$ cat src/rtl/printable_run_extractor_macros.svh
// Assertion helpers for the printable run extractor.
// Each macro expects i_clk and i_rst_n in scope.
`ifndef PRINTABLE_RUN_EXTRACTOR_MACROS_SVH
`define PRINTABLE_RUN_EXTRACTOR_MACROS_SVH

// Same-cycle implication, disabled during reset.
`define PRE_ASSERT_SAME(label, ante, cons) \
    label: assert property (@(posedge i_clk) disable iff (!i_rst_n) (ante) |-> (cons)) \
        else $error("printable_run_extractor: same-cycle check failed");

// Next-cycle implication, disabled during reset.
`define PRE_ASSERT_NEXT(label, ante, cons) \
    label: assert property (@(posedge i_clk) disable iff (!i_rst_n) (ante) |=> (cons)) \
        else $error("printable_run_extractor: next-cycle check failed");

`endif

$ cat src/rtl/pre_pkg.sv
package pre_pkg;

    localparam int MIN_W  = 5;
    localparam int CHAR_W = 8;
    localparam int OFF_W  = 32;

    localparam logic [CHAR_W-1:0] LF_CHAR    = 8'h0A;
    localparam logic [CHAR_W-1:0] TAB_CHAR   = 8'h09;
    localparam logic [CHAR_W-1:0] PRINT_LO   = 8'h20;
    localparam logic [CHAR_W-1:0] PRINT_HI   = 8'h7E;
    localparam logic [MIN_W-1:0]  MIN_LEN_RST = 5'd4;

    // Sequencer states
    typedef enum logic [2:0] {
        S_IDLE,
        S_SETUP,
        S_READ,
        S_SEND,
        S_EOL,
        S_STORE
    } t_state;

    // Buffer strobes from the sequencer
    typedef struct packed {
        logic wr_en;
        logic rd_en;
    } t_mem_cmd;

    // Printable ASCII or tab
    function automatic logic is_printable(input logic [CHAR_W-1:0] c);
        return ((c >= PRINT_LO) && (c <= PRINT_HI)) || (c == TAB_CHAR);
    endfunction

endpackage

$ cat src/rtl/pre_ifs.sv
// Input channel: one file byte per transaction
interface pre_in_if;
    logic       valid;
    logic       ready;
    logic [7:0] data_byte;
    logic       end_of_file;

    modport source (output valid, output data_byte, output end_of_file, input ready);
    modport sink   (input valid, input data_byte, input end_of_file, output ready);
endinterface

// Output channel: one string byte or line end per transaction
interface pre_out_if;
    logic        valid;
    logic        ready;
    logic [7:0]  out_char;
    logic        is_line_end;
    logic        starts_string;
    logic [31:0] start_offset;
    logic        last;

    modport source (output valid, output out_char, output is_line_end,
                    output starts_string, output start_offset, output last,
                    input ready);
    modport sink   (input valid, input out_char, input is_line_end,
                    input starts_string, input start_offset, input last,
                    output ready);
endinterface

$ cat src/rtl/printable_run_extractor.sv
// Channel   Dir  Payload
// i_in      in   data_byte[7:0], end_of_file
// o_out     out  out_char[7:0], is_line_end, starts_string, start_offset[31:0], last
// i_cfg_*   in   min_length[4:0], written when i_cfg_we is high
//
// A byte that flushes nothing is handled in idle. A flush runs a setup step, then a
// buffer read and an output load per buffered byte, a line-end step and a store step for
// a byte that follows a full-buffer flush; no new byte is taken until it returns to idle.
// A stalled output register holds the sequencer in its send states.
// Reset is synchronous, active low; the run buffer needs no clearing pass.
module printable_run_extractor #(
    parameter int BUF_BYTES = 32
) (
    input  logic                      i_clk,
    input  logic                      i_rst_n,
    input  logic                      i_cfg_we,
    input  logic [pre_pkg::MIN_W-1:0] i_cfg_data,
    pre_in_if.sink                    i_in,
    pre_out_if.source                 o_out
);
    import pre_pkg::*;

    localparam int CAP_MAX = (BUF_BYTES - 1 > 31) ? BUF_BYTES - 1 : 31;
    localparam int AW      = $clog2(CAP_MAX);

    logic [MIN_W-1:0]  r_min_len;
    t_mem_cmd          mem_cmd;
    logic [AW-1:0]     waddr, raddr;
    logic [CHAR_W-1:0] wdata, rdata;

    // Minimum length register
    always_ff @(posedge i_clk) begin
        if (!i_rst_n) begin
            r_min_len <= MIN_LEN_RST;
        end else if (i_cfg_we) begin
            r_min_len <= i_cfg_data;
        end
    end

    pre_seq #(
        .BUF_BYTES (BUF_BYTES),
        .AW        (AW)
    ) u_seq (
        .i_clk     (i_clk),
        .i_rst_n   (i_rst_n),
        .i_min_len (r_min_len),
        .i_in      (i_in),
        .o_out     (o_out),
        .o_mem_cmd (mem_cmd),
        .o_waddr   (waddr),
        .o_wdata   (wdata),
        .o_raddr   (raddr),
        .i_rdata   (rdata)
    );

    pre_buf #(
        .DEPTH (CAP_MAX),
        .AW    (AW)
    ) u_buf (
        .i_clk   (i_clk),
        .i_cmd   (mem_cmd),
        .i_waddr (waddr),
        .i_wdata (wdata),
        .i_raddr (raddr),
        .o_rdata (rdata)
    );

endmodule

$ cat src/rtl/pre_buf.sv
module pre_buf #(
    parameter int DEPTH = 31,
    parameter int AW    = 5
) (
    input  logic              i_clk,
    input  pre_pkg::t_mem_cmd i_cmd,
    input  logic [AW-1:0]     i_waddr,
    input  logic [7:0]        i_wdata,
    input  logic [AW-1:0]     i_raddr,
    output logic [7:0]        o_rdata
);
    import pre_pkg::*;

    logic [CHAR_W-1:0] r_mem [DEPTH];
    logic [CHAR_W-1:0] r_rdata;

    // Run buffer: one write port, one registered read port
    always_ff @(posedge i_clk) begin
        if (i_cmd.wr_en) begin
            r_mem[i_waddr] <= i_wdata;
        end
        if (i_cmd.rd_en) begin
            r_rdata <= r_mem[i_raddr];
        end
    end

    assign o_rdata = r_rdata;

endmodule

$ cat src/rtl/pre_seq.sv
`include "printable_run_extractor_macros.svh"

module pre_seq #(
    parameter int BUF_BYTES = 32,
    parameter int AW        = 5
) (
    input  logic                      i_clk,
    input  logic                      i_rst_n,
    input  logic [pre_pkg::MIN_W-1:0] i_min_len,
    pre_in_if.sink                    i_in,
    pre_out_if.source                 o_out,
    output pre_pkg::t_mem_cmd         o_mem_cmd,
    output logic [AW-1:0]             o_waddr,
    output logic [7:0]                o_wdata,
    output logic [AW-1:0]             o_raddr,
    input  logic [7:0]                i_rdata
);
    import pre_pkg::*;

    localparam int CAP_MAX = (BUF_BYTES - 1 > 31) ? BUF_BYTES - 1 : 31;
    localparam int FW      = $clog2(CAP_MAX + 1);

    // Block state
    t_state          r_state, n_state;
    logic [FW-1:0]   r_fill, n_fill;
    logic            r_head, n_head;
    logic [OFF_W-1:0] r_offset, n_offset;

    // Per-transaction job registers
    logic [CHAR_W-1:0] r_byte, n_byte;
    logic            r_print, n_print;
    logic            r_do2, n_do2;
    logic            r_phase2, n_phase2;
    logic [FW-1:0]   r_cnt, n_cnt;
    logic [FW-1:0]   r_cnt2, n_cnt2;
    logic            r_head_e, n_head_e;
    logic            r_head2, n_head2;
    logic            r_eol, n_eol;
    logic [FW-1:0]   r_idx, n_idx;
    logic [OFF_W-1:0] r_start, n_start;
    logic [OFF_W-1:0] r_pos, n_pos;

    // Output register
    logic            r_o_valid, n_o_valid;
    logic [CHAR_W-1:0] r_o_char, n_o_char;
    logic            r_o_eol, n_o_eol;
    logic            r_o_st, n_o_st;
    logic [OFF_W-1:0] r_o_off, n_o_off;
    logic            r_o_last, n_o_last;

    // Accept-time decode
    logic [MIN_W-1:0] em;
    logic [FW-1:0]   em_w, thr, cap, fill_a, tt;
    logic            print, do1, do2, hp_a, accept;
    logic            out_free, final_emit, emit_done, load_em2, first_byte;

    assign em     = (i_min_len == '0) ? MIN_W'(1) : i_min_len;
    assign em_w   = FW'(em);
    assign thr    = r_head ? em_w : '0;
    assign cap    = (em_w > FW'(BUF_BYTES - 1)) ? em_w : FW'(BUF_BYTES - 1);
    assign print  = is_printable(i_in.data_byte);
    assign do1    = (!print && (r_fill >= thr)) || (r_fill >= cap);
    assign fill_a = do1 ? (print ? FW'(1) : '0) : (print ? r_fill + FW'(1) : '0);
    assign hp_a   = do1 ? !print : r_head;
    assign tt     = hp_a ? em_w : FW'(1);
    assign do2    = i_in.end_of_file && (fill_a >= tt);

    assign i_in.ready = (r_state == S_IDLE);
    assign accept     = i_in.valid && i_in.ready;
    assign out_free   = !r_o_valid || o_out.ready;
    assign final_emit = r_phase2 || !r_do2;
    assign first_byte = (r_idx == '0) && r_head_e;

    // State register
    always_ff @(posedge i_clk) begin
        if (!i_rst_n) begin
            r_state <= S_IDLE;
        end else begin
            r_state <= n_state;
        end
    end

    // Control registers
    always_ff @(posedge i_clk) begin
        if (!i_rst_n) begin
            r_fill    <= '0;
            r_head    <= 1'b1;
            r_offset  <= '0;
            r_o_valid <= 1'b0;
        end else begin
            r_fill    <= n_fill;
            r_head    <= n_head;
            r_offset  <= n_offset;
            r_o_valid <= n_o_valid;
        end
    end

    // Payload registers
    always_ff @(posedge i_clk) begin
        r_byte   <= n_byte;
        r_print  <= n_print;
        r_do2    <= n_do2;
        r_phase2 <= n_phase2;
        r_cnt    <= n_cnt;
        r_cnt2   <= n_cnt2;
        r_head_e <= n_head_e;
        r_head2  <= n_head2;
        r_eol    <= n_eol;
        r_idx    <= n_idx;
        r_start  <= n_start;
        r_pos    <= n_pos;
        r_o_char <= n_o_char;
        r_o_eol  <= n_o_eol;
        r_o_st   <= n_o_st;
        r_o_off  <= n_o_off;
        r_o_last <= n_o_last;
    end

    // Sequencer: next state, job setup, buffer access, output load
    always_comb begin
        n_state   = r_state;
        n_fill    = r_fill;
        n_head    = r_head;
        n_offset  = r_offset;
        n_byte    = r_byte;
        n_print   = r_print;
        n_do2     = r_do2;
        n_phase2  = r_phase2;
        n_cnt     = r_cnt;
        n_cnt2    = r_cnt2;
        n_head_e  = r_head_e;
        n_head2   = r_head2;
        n_eol     = r_eol;
        n_idx     = r_idx;
        n_start   = r_start;
        n_pos     = r_pos;
        n_o_valid = r_o_valid && !o_out.ready;
        n_o_char  = r_o_char;
        n_o_eol   = r_o_eol;
        n_o_st    = r_o_st;
        n_o_off   = r_o_off;
        n_o_last  = r_o_last;
        o_mem_cmd = '0;
        o_waddr   = r_fill[AW-1:0];
        o_wdata   = i_in.data_byte;
        o_raddr   = r_idx[AW-1:0];
        emit_done = 1'b0;
        load_em2  = 1'b0;

        case (r_state)
            S_IDLE: begin
                if (accept) begin
                    n_byte   = i_in.data_byte;
                    n_print  = print;
                    n_do2    = do2;
                    n_cnt2   = fill_a;
                    n_head2  = hp_a;
                    n_pos    = r_offset;
                    n_phase2 = 1'b0;
                    n_cnt    = r_fill;
                    n_eol    = !print;
                    n_head_e = r_head;
                    // byte goes straight in when the buffer is not flushed first
                    o_mem_cmd.wr_en = print && !do1;
                    if (i_in.end_of_file) begin
                        n_fill   = '0;
                        n_head   = 1'b1;
                        n_offset = '0;
                    end else begin
                        n_fill   = fill_a;
                        n_head   = hp_a;
                        n_offset = r_offset + OFF_W'(1);
                    end
                    if (do1) begin
                        n_state = S_SETUP;
                    end else if (do2) begin
                        load_em2 = 1'b1;
                    end
                end
            end
            S_SETUP: begin
                // shared adder: start offset of the emitted run
                n_start = r_pos - OFF_W'(r_cnt) + OFF_W'(r_phase2);
                n_idx   = '0;
                n_state = (r_cnt == '0) ? S_EOL : S_READ;
            end
            S_READ: begin
                o_mem_cmd.rd_en = 1'b1;
                n_state = S_SEND;
            end
            S_SEND: begin
                if (out_free) begin
                    n_o_valid = 1'b1;
                    n_o_char  = i_rdata;
                    n_o_eol   = 1'b0;
                    n_o_st    = first_byte;
                    n_o_off   = first_byte ? r_start : '0;
                    n_o_last  = (r_idx == r_cnt - FW'(1)) && !r_eol && final_emit;
                    n_idx     = r_idx + FW'(1);
                    if (r_idx == r_cnt - FW'(1)) begin
                        if (r_eol) begin
                            n_state = S_EOL;
                        end else begin
                            emit_done = 1'b1;
                        end
                    end else begin
                        n_state = S_READ;
                    end
                end
            end
            S_EOL: begin
                if (out_free) begin
                    n_o_valid = 1'b1;
                    n_o_char  = LF_CHAR;
                    n_o_eol   = 1'b1;
                    n_o_st    = 1'b0;
                    n_o_off   = '0;
                    n_o_last  = final_emit;
                    emit_done = 1'b1;
                end
            end
            S_STORE: begin
                // byte that followed a full-buffer flush lands at the head
                o_mem_cmd.wr_en = 1'b1;
                o_waddr = '0;
                o_wdata = r_byte;
                if (r_do2) begin
                    load_em2 = 1'b1;
                end else begin
                    n_state = S_IDLE;
                end
            end
            default: begin
                n_state = S_IDLE;
            end
        endcase

        // End of one emission: store pending byte, then trailing flush
        if (emit_done) begin
            if (r_phase2) begin
                n_state = S_IDLE;
            end else if (r_print) begin
                n_state = S_STORE;
            end else if (r_do2) begin
                load_em2 = 1'b1;
            end else begin
                n_state = S_IDLE;
            end
        end

        // Trailing flush at end of file
        if (load_em2) begin
            n_state  = S_SETUP;
            n_phase2 = 1'b1;
            n_cnt    = accept ? fill_a : r_cnt2;
            n_head_e = accept ? hp_a : r_head2;
            n_eol    = 1'b1;
        end
    end

    // Output channel
    assign o_out.valid         = r_o_valid;
    assign o_out.out_char      = r_o_char;
    assign o_out.is_line_end   = r_o_eol;
    assign o_out.starts_string = r_o_st;
    assign o_out.start_offset  = r_o_off;
    assign o_out.last          = r_o_last;

    // Checks
    `PRE_ASSERT_SAME(a_send_in_range, r_state == S_SEND, r_idx < r_cnt)
    `PRE_ASSERT_SAME(a_fill_bound, 1'b1, r_fill <= FW'(CAP_MAX))
    `PRE_ASSERT_NEXT(a_eof_clears, accept && i_in.end_of_file, (r_fill == '0) && r_head && (r_offset == '0))
    `PRE_ASSERT_SAME(a_head_not_eol, r_o_valid && r_o_st, !r_o_eol)

endmodule

$ cat src/flat_wrapper.sv
// flat-port wrapper written by rule: the top's interface ports become plain ports
module printable_run_extractor_flat import pre_pkg::*;
#(
    parameter int BUF_BYTES = 32
)
  (i_clk, i_rst_n, i_cfg_we, i_cfg_data, i_in_valid, i_in_data_byte, i_in_end_of_file, i_in_ready, o_out_valid, o_out_out_char, o_out_is_line_end, o_out_starts_string, o_out_start_offset, o_out_last, o_out_ready);
  pre_in_if i_in_i ();
  pre_out_if o_out_i ();
  input  logic i_clk;
  input  logic i_rst_n;
  input  logic i_cfg_we;
  input  logic [pre_pkg::MIN_W-1:0] i_cfg_data;
  input wire logic [$bits(i_in_i.valid)-1:0] i_in_valid;
  input wire logic [$bits(i_in_i.data_byte)-1:0] i_in_data_byte;
  input wire logic [$bits(i_in_i.end_of_file)-1:0] i_in_end_of_file;
  output wire logic [$bits(i_in_i.ready)-1:0] i_in_ready;
  output wire logic [$bits(o_out_i.valid)-1:0] o_out_valid;
  output wire logic [$bits(o_out_i.out_char)-1:0] o_out_out_char;
  output wire logic [$bits(o_out_i.is_line_end)-1:0] o_out_is_line_end;
  output wire logic [$bits(o_out_i.starts_string)-1:0] o_out_starts_string;
  output wire logic [$bits(o_out_i.start_offset)-1:0] o_out_start_offset;
  output wire logic [$bits(o_out_i.last)-1:0] o_out_last;
  input wire logic [$bits(o_out_i.ready)-1:0] o_out_ready;
  assign i_in_i.valid = i_in_valid;
  assign i_in_i.data_byte = i_in_data_byte;
  assign i_in_i.end_of_file = i_in_end_of_file;
  assign i_in_ready = i_in_i.ready;
  assign o_out_valid = o_out_i.valid;
  assign o_out_out_char = o_out_i.out_char;
  assign o_out_is_line_end = o_out_i.is_line_end;
  assign o_out_starts_string = o_out_i.starts_string;
  assign o_out_start_offset = o_out_i.start_offset;
  assign o_out_last = o_out_i.last;
  assign o_out_i.ready = o_out_ready;
  printable_run_extractor #(.BUF_BYTES(BUF_BYTES)) u_core (.i_clk(i_clk), .i_rst_n(i_rst_n), .i_cfg_we(i_cfg_we), .i_cfg_data(i_cfg_data), .i_in(i_in_i), .o_out(o_out_i));
endmodule
$ cat config.mk
export PLATFORM = sky130hd
export DESIGN_NAME = printable_run_extractor_flat
export DESIGN_NICKNAME = d
export VERILOG_FILES = /design/src/rtl/pre_pkg.sv /design/src/rtl/pre_ifs.sv /design/src/rtl/printable_run_extractor.sv /design/src/rtl/pre_buf.sv /design/src/rtl/pre_seq.sv /design/src/flat_wrapper.sv
export VERILOG_INCLUDE_DIRS = /design/src /design/src/rtl
export SDC_FILE = /design/constraint.sdc
export NUM_CORES = 1
export LEC_CHECK = 0
export BUFFER_PORTS_ARGS = -buffer_cell sky130_fd_sc_hd__buf_2
export CORE_UTILIZATION = 45
export CTS_BUF_LIST = sky130_fd_sc_hd__clkbuf_8
export DETAILED_ROUTE_END_ITERATION = 8
export PLACE_DENSITY = 0.58
export SLEW_MARGIN = 20
export SYNTH_ARGS = -nofsm -noshare
export SYNTH_HDL_FRONTEND = slang
export SYNTH_SLANG_ARGS = --single-unit
$ cat constraint.sdc
create_clock -name i_clk -period 6.5 [get_ports i_clk]
set_clock_uncertainty 0.15 [all_clocks]
set_input_delay 0 -clock i_clk [delete_from_list [all_inputs] [get_ports i_clk]]
set_output_delay 0 -clock i_clk [all_outputs]
set_load 0.01 [all_outputs]
==> impl_metrics.tcl, run 1 <==
set metrics [dict create \
    dpl.hpwl_um 25000 \
    maxSlewHeadroom 0.254 \
    crit_top_cell "a21oi_1" \
    start_util 0.456 \
    r2r-start "u_core.r_min_len[4]" \
    rows 75 \
    syn_inst 1293 \
    slowest_delay_ps 460 \
    syn_area_um2 19100 \
    antenna_found_initial 0 \
    clkLatencyLatePin_ps 620 \
    cts_sinks 439 \
    worstSetupEndpointType "flip-flop" \
    utilization 0.520 \
    r2r_end "u_core.u_seq.r_cnt[4]" \
    min_period_over_period 0.693 \
    crit_start "u_core.r_min_len[4]" \
    synth_edf_count 390 \
    grt_pass1_vias 10800 \
    die_h_um 208 \
    finalHoldViolCount 0 \
    holdCritStartpoint "i_rst_n" \
    ys_seq_area_frac 0.664 \
    grt_max_degree 53 \
    power_density_nw_per_um2 288 \
    start_kind "flip-flop" \
    drive_above_1_share 0.182 \
    rsz0062_at_grt "no" \
    drc 0 \
    grt_pass1_wl_um 62000 \
    tightestPinTransition_ps 1120 \
    holdPathEnd "u_core.u_seq.r_state[0]" \
    cp_cell_sequence "nor4_1 > nor2_1 > nor2b_1 > ha_1 > nand2b_1 > a21o_1 > a21oi_1 > o21ai_0 > a221oi_1 > mux2_2 > nand2_1 > ha_1 > nand2b_1 > a21oi_1 > nor2b_1 > o21ai_0 > a21oi_1 > nand3_1 > o311ai_4 > mux2_2" \
    grtUsageTotal 0.188 \
    reg2reg_depth 20 \
    synth_top_area_cell "edfxtp_1" \
    finalPower_mw 6.28 \
    fmaxAchievable_ghz 0.222 \
    die-area_um2 43300 \
    ir_drop_v 0.000177 \
    synth_top_area_share 0.613 \
    dr.pass1.iters 5 \
    io_buffer_count 63 \
    clkTransAtPathRegs_ps 50 \
    nNetsFinal 1510 \
    ant_nets 0 \
    h-tree-depth 3 \
    avgSynthCellArea_um2 14.8 \
    drv_cap 0 \
    finalSetupViolations 0 \
    via_count 10800 \
    coreArea_um2 41900 \
    setup_tns_ps 0 \
    crit_fanout 10 \
    io_pins 64 \
    grt-busiest-layer "met2" \
    critical_path_class "flip-flop to flip-flop" \
    grt.met1_usage 0.266 \
    ys_warn_count 0 \
    synth-async-reset-ratio 0 \
    reg2reg_slack_ps 2000 \
    nFillCells 3485 \
    met2_usage 0.291 \
    cpMaxStageDelayCell "a221oi_1" \
    synth_cell_types 59 \
    status "complete, no violations" \
    die_x_um 208 \
    grtUsageMet3 0.0379 \
    crit_arrival_ps 4700 \
    slew_violations 0 \
    clk_path_buf_depth 3 \
    p_leak_nw 7.81 \
    cts_tree "built" \
    required_ps 6700 \
    drt_iter0_drc 714 \
    overflow 0 \
    clock-root-buffer "clkbuf_8" \
    gp_congestion 0.836 \
    period_minus_slack_ps 4500 \
    synth_flop_cell "edfxtp_1" \
    synth-seq-cells 439 \
    min_path_type "input pin to flip-flop" \
    ys_top_cells_by_area "edfxtp_1 (61%), mux4_2 (8.5%), dfxtp_1 (5.1%)" \
    hold_path_depth 3 \
    cts_made_buffers 75 \
    drt-wirelength-per-cell_um 19.4 \
    via_per_inst 5.33 \
    area_growth_pct 14.0 \
    wirelength_um 39500 \
]
[through the flow]
| step | instances | hold slack [ps] | worst slack (ps) | area (um2) |
|---|---|---|---|---|
| floorplan | 1296 | -88.1 | 1360 | 19100 |
| global placement | 1856 | 58.2 | 2040 | 20000 |
| detailed placement | 1856 | 65.4 | 2010 | 20000 |
| CTS | 2030 | 33.1 | 2000 | 21800 |
| global route | 2030 | 83.9 | 1660 | 21800 |
| finish | 2031 | 113 | 2000 | 21800 |
[cell type report]
type / count / area [um2] / area share
Timing Repair Buffer: 112 / 781 / 0.0358
Clock buffer: 79 / 1090 / 0.0499
Inverter: 51 / 191 / 0.00878
Tap cell: 539 / 674 / 0.0309
Antenna cell: 1 / 2.50 / 0.000115
Clock inverter: 56 / 290 / 0.0133
Sequential cell: 439 / 12700 / 0.582
Multi-Input combinational cell: 754 / 6080 / 0.279
[cell usage after synthesis, types with 7 or more instances]
master and instances:
nor2_1 105, xor2_1 32, nand2_1 103, o21ai_0 39, nand2b_1 13, clkbuf_1 44, dfxtp_1 49, nand3_1 30
nor3_1 13, xnor2_1 30, or3_1 9, inv_1 51, mux4_2 72, a21oi_1 50, ha_1 57, edfxtp_1 390
a21o_1 14, a211oi_1 7, mux2i_1 16, and3_1 10, and2_1 37, mux2_2 17, nand4_1 11, nor2b_1 16
[registers in the layout, indices dropped and copies added, names as in the netlist, 3 cells and up]
signal and flops:
u_core.u_buf.o_rdata 8, u_core.u_seq.o_raddr 5, u_core.r_min_len 5, u_core.u_seq.r_start 32, u_core.u_seq.o_out.start_offset 32, u_core.u_seq.r_pos 32, u_core.u_seq.r_cnt2 5, u_core.u_seq.r_byte 8
u_core.u_buf.r_mem 248, u_core.u_seq.r_cnt 5, u_core.u_seq.r_offset 32, u_core.u_seq.o_out.out_char 8, u_core.u_seq.r_state 3, u_core.u_seq.r_fill 5
[power breakdown]
| part | leakage [nW] | internal, mW | switching [mW] | total, mW |
|---|---|---|---|---|
| registers | 4.00 | 3.21 | 0.0483 | 3.26 |
| clock network | 0.841 | 1.21 | 1.09 | 2.29 |
| logic | 2.97 | 0.303 | 0.428 | 0.731 |
| total | 7.81 | 4.72 | 1.56 | 6.28 |
[routing by layer]
metal,vias to the layer above,wire [um]
met1,5325,18500
li1,5164,-
met2,282,18300
met5,-,0
met4,0,747
met3,59,1900
[cells in the final DEF (no fill, tap or decap), types with 14 or more instances in the layout]
master,count
mux2i_1,16
dlygate4sd3_1,39
a21o_1,14
dfxtp_1,49
mux2_2,17
nor2_1,103
o21ai_0,39
edfxtp_1,390
clkbuf_8,79
nor2b_1,16
mux4_2,72
ha_1,57
xor2_1,32
nand3_1,30
buf_2,63
and2_1,37
inv_1,87
nand2_1,96
xnor2_1,30
a21oi_1,49
[how the worst max path moves through the flow]
| stage | end | slack [ps] | depth (start not counted) |
|---|---|---|---|
| 6_report | u_core.u_seq.r_cnt[4] | 2000 | 20 |
| 5_1_grt | u_core.u_seq.r_cnt[4] | 1660 | 20 |
| 4_1_cts | u_core.u_seq.r_cnt[4] | 2000 | 20 |
| 3_5_place_dp | u_core.u_seq.r_cnt[4] | 2010 | 20 |
| 3_3_place_gp | u_core.u_seq.r_cnt[2] | 2040 | 20 |
| 2_1_floorplan | u_core.u_seq.r_cnt[0] | 1360 | 7 |
[timing repair]
item,CTS,global route
hold endpoints to repair,59,0
hold buffers,39,0
setup endpoints to repair,0,0
gates resized for setup,0,0
buffers inserted,0,0
[logic make-up (layout without fill, tap and decap cells)]
kind of cell | Yosys count | after routing | share of synthesized area
AND/OR/NAND/NOR | 369 | 369 | 0.0933
multiplexers | 105 | 105 | 0.103
flip-flops | 439 | 439 | 0.664
XOR/XNOR | 62 | 62 | 0.0284
buffers and inverters | 103 | 298 | 0.0208
AO/OA/AOI/OAI | 155 | 155 | 0.0514
adder cells (fa/ha/maj) | 58 | 58 | 0.0384
other | 2 | 6 | 0.000393
[critical path: cells and delay by family, from the launching register on]
family                     cells  cell delay (ps)
AOI/OAI and AO/OA              8             1480
muxes                          2              780
and+or+nand+nor                8             1050
adders and majority gates      2              440
DFF                            1              340
No activity file was read; power rests on OpenSTA's default activity.
==> inputs of run 2 (changes only) <==
==> constraint.sdc (replaced) <==
create_clock -name i_clk -period 4.2 [get_ports i_clk]
set_clock_uncertainty 0.15 [all_clocks]
set_input_delay 0 -clock i_clk [delete_from_list [all_inputs] [get_ports i_clk]]
set_output_delay 0 -clock i_clk [all_outputs]
set_load 0.01 [all_outputs]
==> run 2 against run 1 <==
Cell count up 3.1%. Critical path type unchanged. Die area did not move. Utilization up 1.7 points. Worst hold slack lost 49 ps. Count of clock-buffer cells in the layout rose by 2. Register-to-register slack worse by 1900 ps.
==> impl_metrics.tcl, run 2 (synthesized netlist as in run 1, its figures left out) <==
set metrics [dict create \
    status "complete, no violations" \
    die-area_um2 43300 \
    worstSetupEndpointType "flip-flop" \
    h-tree-depth 3 \
    min_path_type "input pin to flip-flop" \
    grtUsageMet3 0.0379 \
    p_leak_nw 8.17 \
    cp_cell_sequence "nor4_4 > nor2_1 > nor2b_1 > ha_1 > nand2b_4 > a21o_1 > a21oi_2 > o21ai_2 > a221oi_2 > buf_4 > buf_4 > buf_4 > buf_4 > buf_4 > buf_4 > buf_4 > buf_4 > buf_4 > buf_4 > buf_4 > buf_4 > nand3_2 > o311ai_4 > mux2_4" \
    met2_usage 0.305 \
    p_int_mw 7.59 \
    min_period_over_period 0.979 \
    drt-wirelength-per-cell_um 19.3 \
    crit_arrival_ps 4320 \
    required_ps 4410 \
    clockPowerShare 0.382 \
    r2r-start "u_core.r_min_len[4]" \
    grt_pass1_vias 11400 \
    cts_tree "built" \
    antenna_found_initial 0 \
    drive_above_1_share 0.230 \
    seqPwrFrac 0.498 \
    cts_sinks 439 \
    overflow 0 \
    wirelength_um 40500 \
    antenna_cells 0 \
    grtUsageTotal 0.193 \
    rows 75 \
    final_cell_mix "edfxtp_1 (390), nor2_1 (103), nand2_1 (94)" \
    power_density_nw_per_um2 449 \
    dr.pass1.iters 5 \
    clock-root-buffer "clkbuf_8" \
    post-place-ws_ps -115 \
    slew_violations 0 \
    drc 0 \
    grt_pass1_wl_um 63700 \
    slowest_delay_ps 340 \
    cpMaxStageDelayCell "mux2_4" \
    worst_slack_ps 89.8 \
    crit_start "u_core.r_min_len[4]" \
    clkTransAtPathRegs_ps 60 \
    start_kind "flip-flop" \
    tightestPinTransition_ps 1110 \
    die_h_um 208 \
    grt_max_degree 68 \
    fin_worst_hold_slack_ps 64.4 \
    gp_congestion 0.806 \
    rsz0062_at_grt "yes" \
    grt.met1_usage 0.265 \
    die_x_um 208 \
    r2r_end "u_core.u_seq.r_cnt[4]" \
    worstSetupEndpoint "u_core.u_seq.r_cnt[4]" \
    dpl.hpwl_um 25600 \
    grt-busiest-layer "met2" \
    nFillCells 3456 \
    via_count 11200 \
    p_sw_mw 2.52 \
    cts_made_buffers 76 \
    start_util 0.456 \
    io_buffer_count 63 \
    power_frac_comb 0.120 \
    coreArea_um2 41900 \
    final_common_cell "edfxtp_1" \
    largest-register "u_core.u_buf.r_mem" \
    largest_register_ffs 248 \
    maxSlewHeadroom 0.259 \
    via_per_inst 5.35 \
    crit_fanout 5 \
    period_minus_slack_ps 4110 \
    critical_path_class "flip-flop to flip-flop" \
    area_growth_pct 17.8 \
    clk_path_buf_depth 3 \
    ir_drop_v 0.000318 \
    io_pins 64 \
    drt_iter0_drc 752 \
    nNetsFinal 1569 \
    switching_share 0.249 \
    clkLatencyLatePin_ps 630 \
    ant_nets 0 \
    finalSetupViolations 0 \
    reg2reg_depth 24 \
    reg2reg_slack_ps 90 \
    fmaxAchievable_ghz 0.243 \
    finalHoldViolCount 0 \
    drv_cap 0 \
    crit_top_cell "buf_4" \
]
[run 2: cell types whose count changed in the layout (fill, tap and decap cells not counted), moves of 4 or more]
cell           delta
mux2_4            +7
buf_4            +59
mux2_2            -7
dlygate4sd3_1     -4
inv_1            -16
clkinv_1         +12
[run 2: layout make-up]
cell class	count	area [um2]	share of cell area
clock buffer	81	1110	0.0495
clock inverter	60	410	0.0182
inverter	51	191	0.00850
multi-input combinational	755	6220	0.276
sequential	439	12700	0.564
tap	539	674	0.0299
timing repair buffer	169	1210	0.0539
[run 2: stage by stage]
stage / util / instance area (um2) / power [mW] / setup TNS, ps / instances
global route: 0.537 / 22500 / 10.6 / -604 / 2094
global placement: 0.486 / 20400 / 6.25 / -94.6 / 1904
floorplan: - / 19100 / 5.92 / 0 / 1296
finish: 0.537 / 22500 / 10.1 / 0 / 2094
detailed placement: 0.486 / 20400 / 6.27 / -644 / 1904
CTS: 0.534 / 22400 / 10.2 / 0 / 2093
[run 2: what timing repair did]
item                       CTS  global route
gates resized for setup      6            23
hold endpoints to repair    58             0
gates cloned                 1             0
pin swaps                    6            12
setup buffers               12             1
setup endpoints to repair    7            11
hold buffers                35             0
[run 2: power by group through the flow]
stage | clock network (mW) | logic (mW) | registers, mW
after floorplan | 0 | 0.819 | 5.10
after global placement | 0 | 1.13 | 5.12
after detailed placement | 0 | 1.15 | 5.12
after CTS | 3.98 | 1.20 | 5.03
after global routing | 4.17 | 1.35 | 5.05
final | 3.87 | 1.22 | 5.03
[run 2: worst min path at each step]
stage                      startpoint                       to  slack (ps)  cells past startpoint
floorplan                     i_rst_n      u_core.r_min_len[2]         -90                      1
global placement    i_in_data_byte[0]   u_core.u_seq.r_byte[0]          60                      1
detailed placement  i_in_data_byte[0]   u_core.u_seq.r_byte[0]          60                      1
CTS                           i_rst_n  u_core.u_seq.r_state[0]          20                      3
global route                  i_rst_n  u_core.u_seq.r_state[0]          40                      3
finish                        i_rst_n  u_core.u_seq.r_state[0]          60                      3
[run 2: routing by layer]
metal,part of all wire,up-vias
met5,0,-
met4,0.023,0
met3,0.049,67
met2,0.47,275
met1,0.46,5554
li1,-,5300
[run 2: worst max-delay path: cells and delay by family, from the launching register on]
family          cells  cell delay (ps)
simple gates        5              740
flops               1              330
compound gates      5              870
buf+inv            12             1180
mux                 1              340
fa+ha+maj           1              250
==> inputs of run 3 (changes only) <==
--- a/config.mk
+++ b/config.mk
@@ -11,7 +11,9 @@
 export CTS_BUF_LIST = sky130_fd_sc_hd__clkbuf_8
 export DETAILED_ROUTE_END_ITERATION = 8
 export PLACE_DENSITY = 0.58
+export RECOVER_POWER = 50
 export SLEW_MARGIN = 20
 export SYNTH_ARGS = -nofsm -noshare
 export SYNTH_HDL_FRONTEND = slang
+export SYNTH_HIERARCHICAL = 1
 export SYNTH_SLANG_ARGS = --single-unit
==> run 3 against run 2 <==
The run now ends with max-capacitance violations, max-slew violations left. First-iteration DRC count increased by 9.8%. Worst hold slack better by 140 ps. Maximum frequency rose by 3.8%. Routed wire length increased by 7.1%. Utilization is 0.84 points lower. Critical endpoint is now u_core/u_seq/r_cnt[4].
==> impl_metrics.tcl, run 3 <==
set metrics [dict create \
    start_util 0.461 \
    overflow 0 \
    dpl.hpwl_um 27900 \
    rows 75 \
    ys_seq_area_frac 0.650 \
    h-tree-depth 3 \
    clk_path_buf_depth 3 \
    seqCellArea_um2 12700 \
    worstSetupEndpointType "flip-flop" \
    drt-wirelength-per-cell_um 19.3 \
    largest_register_ffs 248 \
    syn_area_um2 19500 \
    via_per_inst 5.35 \
    nNetsFinal 1699 \
    ys_warn_count 6 \
    final_common_cell "edfxtp_1" \
    grt_pass1_vias 12000 \
    tightestPinTransition_ps 2820 \
    finalPower_mw 9.62 \
    gp_congestion 0.919 \
    clkLatencyLatePin_ps 600 \
    wirelength_um 43400 \
    synth_cell_types 78 \
    slowest_delay_ps 350 \
    multi_input_area_um2 6340 \
    avgSynthCellArea_um2 13.7 \
    ir_drop_v 0.000207 \
    slew_violations 323 \
    maxSlewHeadroom -0.888 \
    largest-register "u_core/u_buf/r_mem" \
    failed_checks "max-capacitance violations, max-slew violations" \
    drive_above_1_share 0.116 \
    required_ps 4400 \
    fmaxAchievable_ghz 0.253 \
    grtUsageTotal 0.200 \
    utilization 0.528 \
    crit_fanout 7 \
    area_growth_pct 14.7 \
    design_area_um2 22400 \
    antenna_found_initial 0 \
    synth_top_area_share 0.600 \
    synth_flop_cell "edfxtp_1" \
    start_kind "flip-flop" \
    die_h_um 210 \
    synth-async-reset-ratio 0 \
    nFillCells 3713 \
    dr.pass1.iters 5 \
    antenna_cells 0 \
    status "finished with violations" \
    die-area_um2 44200 \
    synth_edf_count 390 \
    min_path_type "input pin to flip-flop" \
    synthTopCellsByCount "edfxtp_1 (390), nand2_1 (113), nor2_1 (103), mux2i_1 (79), a21oi_1 (64)" \
    syn_inst 1429 \
    ant_nets 0 \
    cpMaxStageDelayCell "mux2_1" \
    clock-root-buffer "clkbuf_8" \
    grt_max_degree 81 \
    postPlaceCellArea_um2 20700 \
    period_minus_slack_ps 3960 \
    synth-seq-cells 439 \
    synth_top_area_cell "edfxtp_1" \
    ys_top_cells_by_area "edfxtp_1 (60%), dfxtp_1 (5.0%), mux2i_1 (4.0%)" \
    coreArea_um2 42400 \
    die_x_um 210 \
    power_density_nw_per_um2 429 \
    cts_sinks 439 \
    cts_made_buffers 75 \
    clkTransAtPathRegs_ps 60 \
    drv_cap 10 \
    crit_arrival_ps 4160 \
    via_count 12100 \
    io_pins 64 \
    p_leak_nw 8.11 \
    finalHoldViolCount 0 \
    io_buffer_count 63 \
    drc 0 \
    synth.most_common_cell "edfxtp_1" \
    cp_cell_sequence "nor4_2 > nor2_1 > nor2_1 > ha_1 > nand2b_1 > a21o_1 > a21oi_1 > o21ai_0 > o21ai_1 > o21ai_2 > nand2_1 > ha_1 > nand2b_1 > a21oi_1 > nor2b_1 > o21ai_0 > a21oi_2 > a31oi_2 > mux2_1" \
    critical_path_class "flip-flop to flip-flop" \
    final_cell_mix "edfxtp_1 (390), nand2_1 (113), nor2_1 (102)" \
    grt_pass1_wl_um 67600 \
    cts_tree "built" \
    min_period_over_period 0.943 \
    drt_iter0_drc 826 \
    finalSetupViolations 0 \
]
run 3: cell types whose count changed in the layout (fill, tap and decap cells not counted), sizes merged, moves of 6 or more:
cell,delta
buf,-75
clkbuf,+70
mux2i,+63
mux4,-54
a22oi,+24
a21oi,+14
and2,+10
nand2,+10
nor2b,+10
nand3,+9
xor2,+7
clkinv,-6
o211ai,+6
run 3: area by class of cell:
cell class	instances	share of cell area
sequential	439	0.566
multi-input combinational	886	0.283
clock buffer	86	0.0528
timing repair buffer	163	0.0476
tap	577	0.0322
inverter	57	0.00955
clock inverter	43	0.00871
run 3: worst paths after layout:
kind / slack, ps / to / cells past startpoint / startpoint
worst max-delay path: 240 / u_core/u_seq/r_cnt[4] / 19 / u_core/r_min_len[1]
worst min-delay path: 210 / u_core/u_seq/r_fill[0] / 3 / i_rst_n
worst max register to register: 240 / u_core/u_seq/r_cnt[4] / 19 / u_core/r_min_len[1]
worst min register to register: 310 / u_core/u_seq/r_pos[31] / 0 / u_core/u_seq/r_offset[31]
run 3: cell families after synthesis:
group	after synthesis	synth area share
adders and majority gates	58	0.0375
buffers and inverters	108	0.0279
xor gates and xnor gates	70	0.0314
AOI/OAI and AO/OA	222	0.0772
and+or+nand+nor	418	0.105
DFF	439	0.650
other	2	0.000384
muxes	112	0.0705
run 3: power breakdown:
group | switching, mW | internal [mW]
Sequential | 0.0573 | 4.94
Combinational | 0.659 | 0.410
Clock | 1.64 | 1.91
Total | 2.36 | 7.26
run 3: critical path, delay by kind of cell, from the launching register on:
family | cells | cell delay (ps)
AOI/OAI and AO/OA | 9 | 1500
and+or+nand+nor | 7 | 940
adders and majority gates | 2 | 440
muxes | 1 | 350
DFF | 1 | 340
run 3: per-layer routing:
metal  track usage  wire length [um]  vias up
li1              -                 -     5714
met1         0.289             20800     5925
met2         0.305             19200      342
met3        0.0338              2390       70
met4        0.0732              1000        0
met5             0                 0        -
run 3: timing repair:
item / CTS / global route
buffers inserted: 0 / 4
setup endpoints to repair: 0 / 6
gates resized for setup: 0 / 4
hold endpoints to repair: 295 / 0
hold buffers: 39 / 0
run 3: stage by stage:
stage                     cells  setup WS, ps  hold slack (ps)  TNS, ps
after global placement     2078           229             61.3        0
after detailed placement   2078           172             65.9        0
after floorplan            1432           459            -88.1        0
final                      2251           241              209        0
after global routing       2251         -11.3              214    -11.3
after CTS                  2246           157             93.4        0
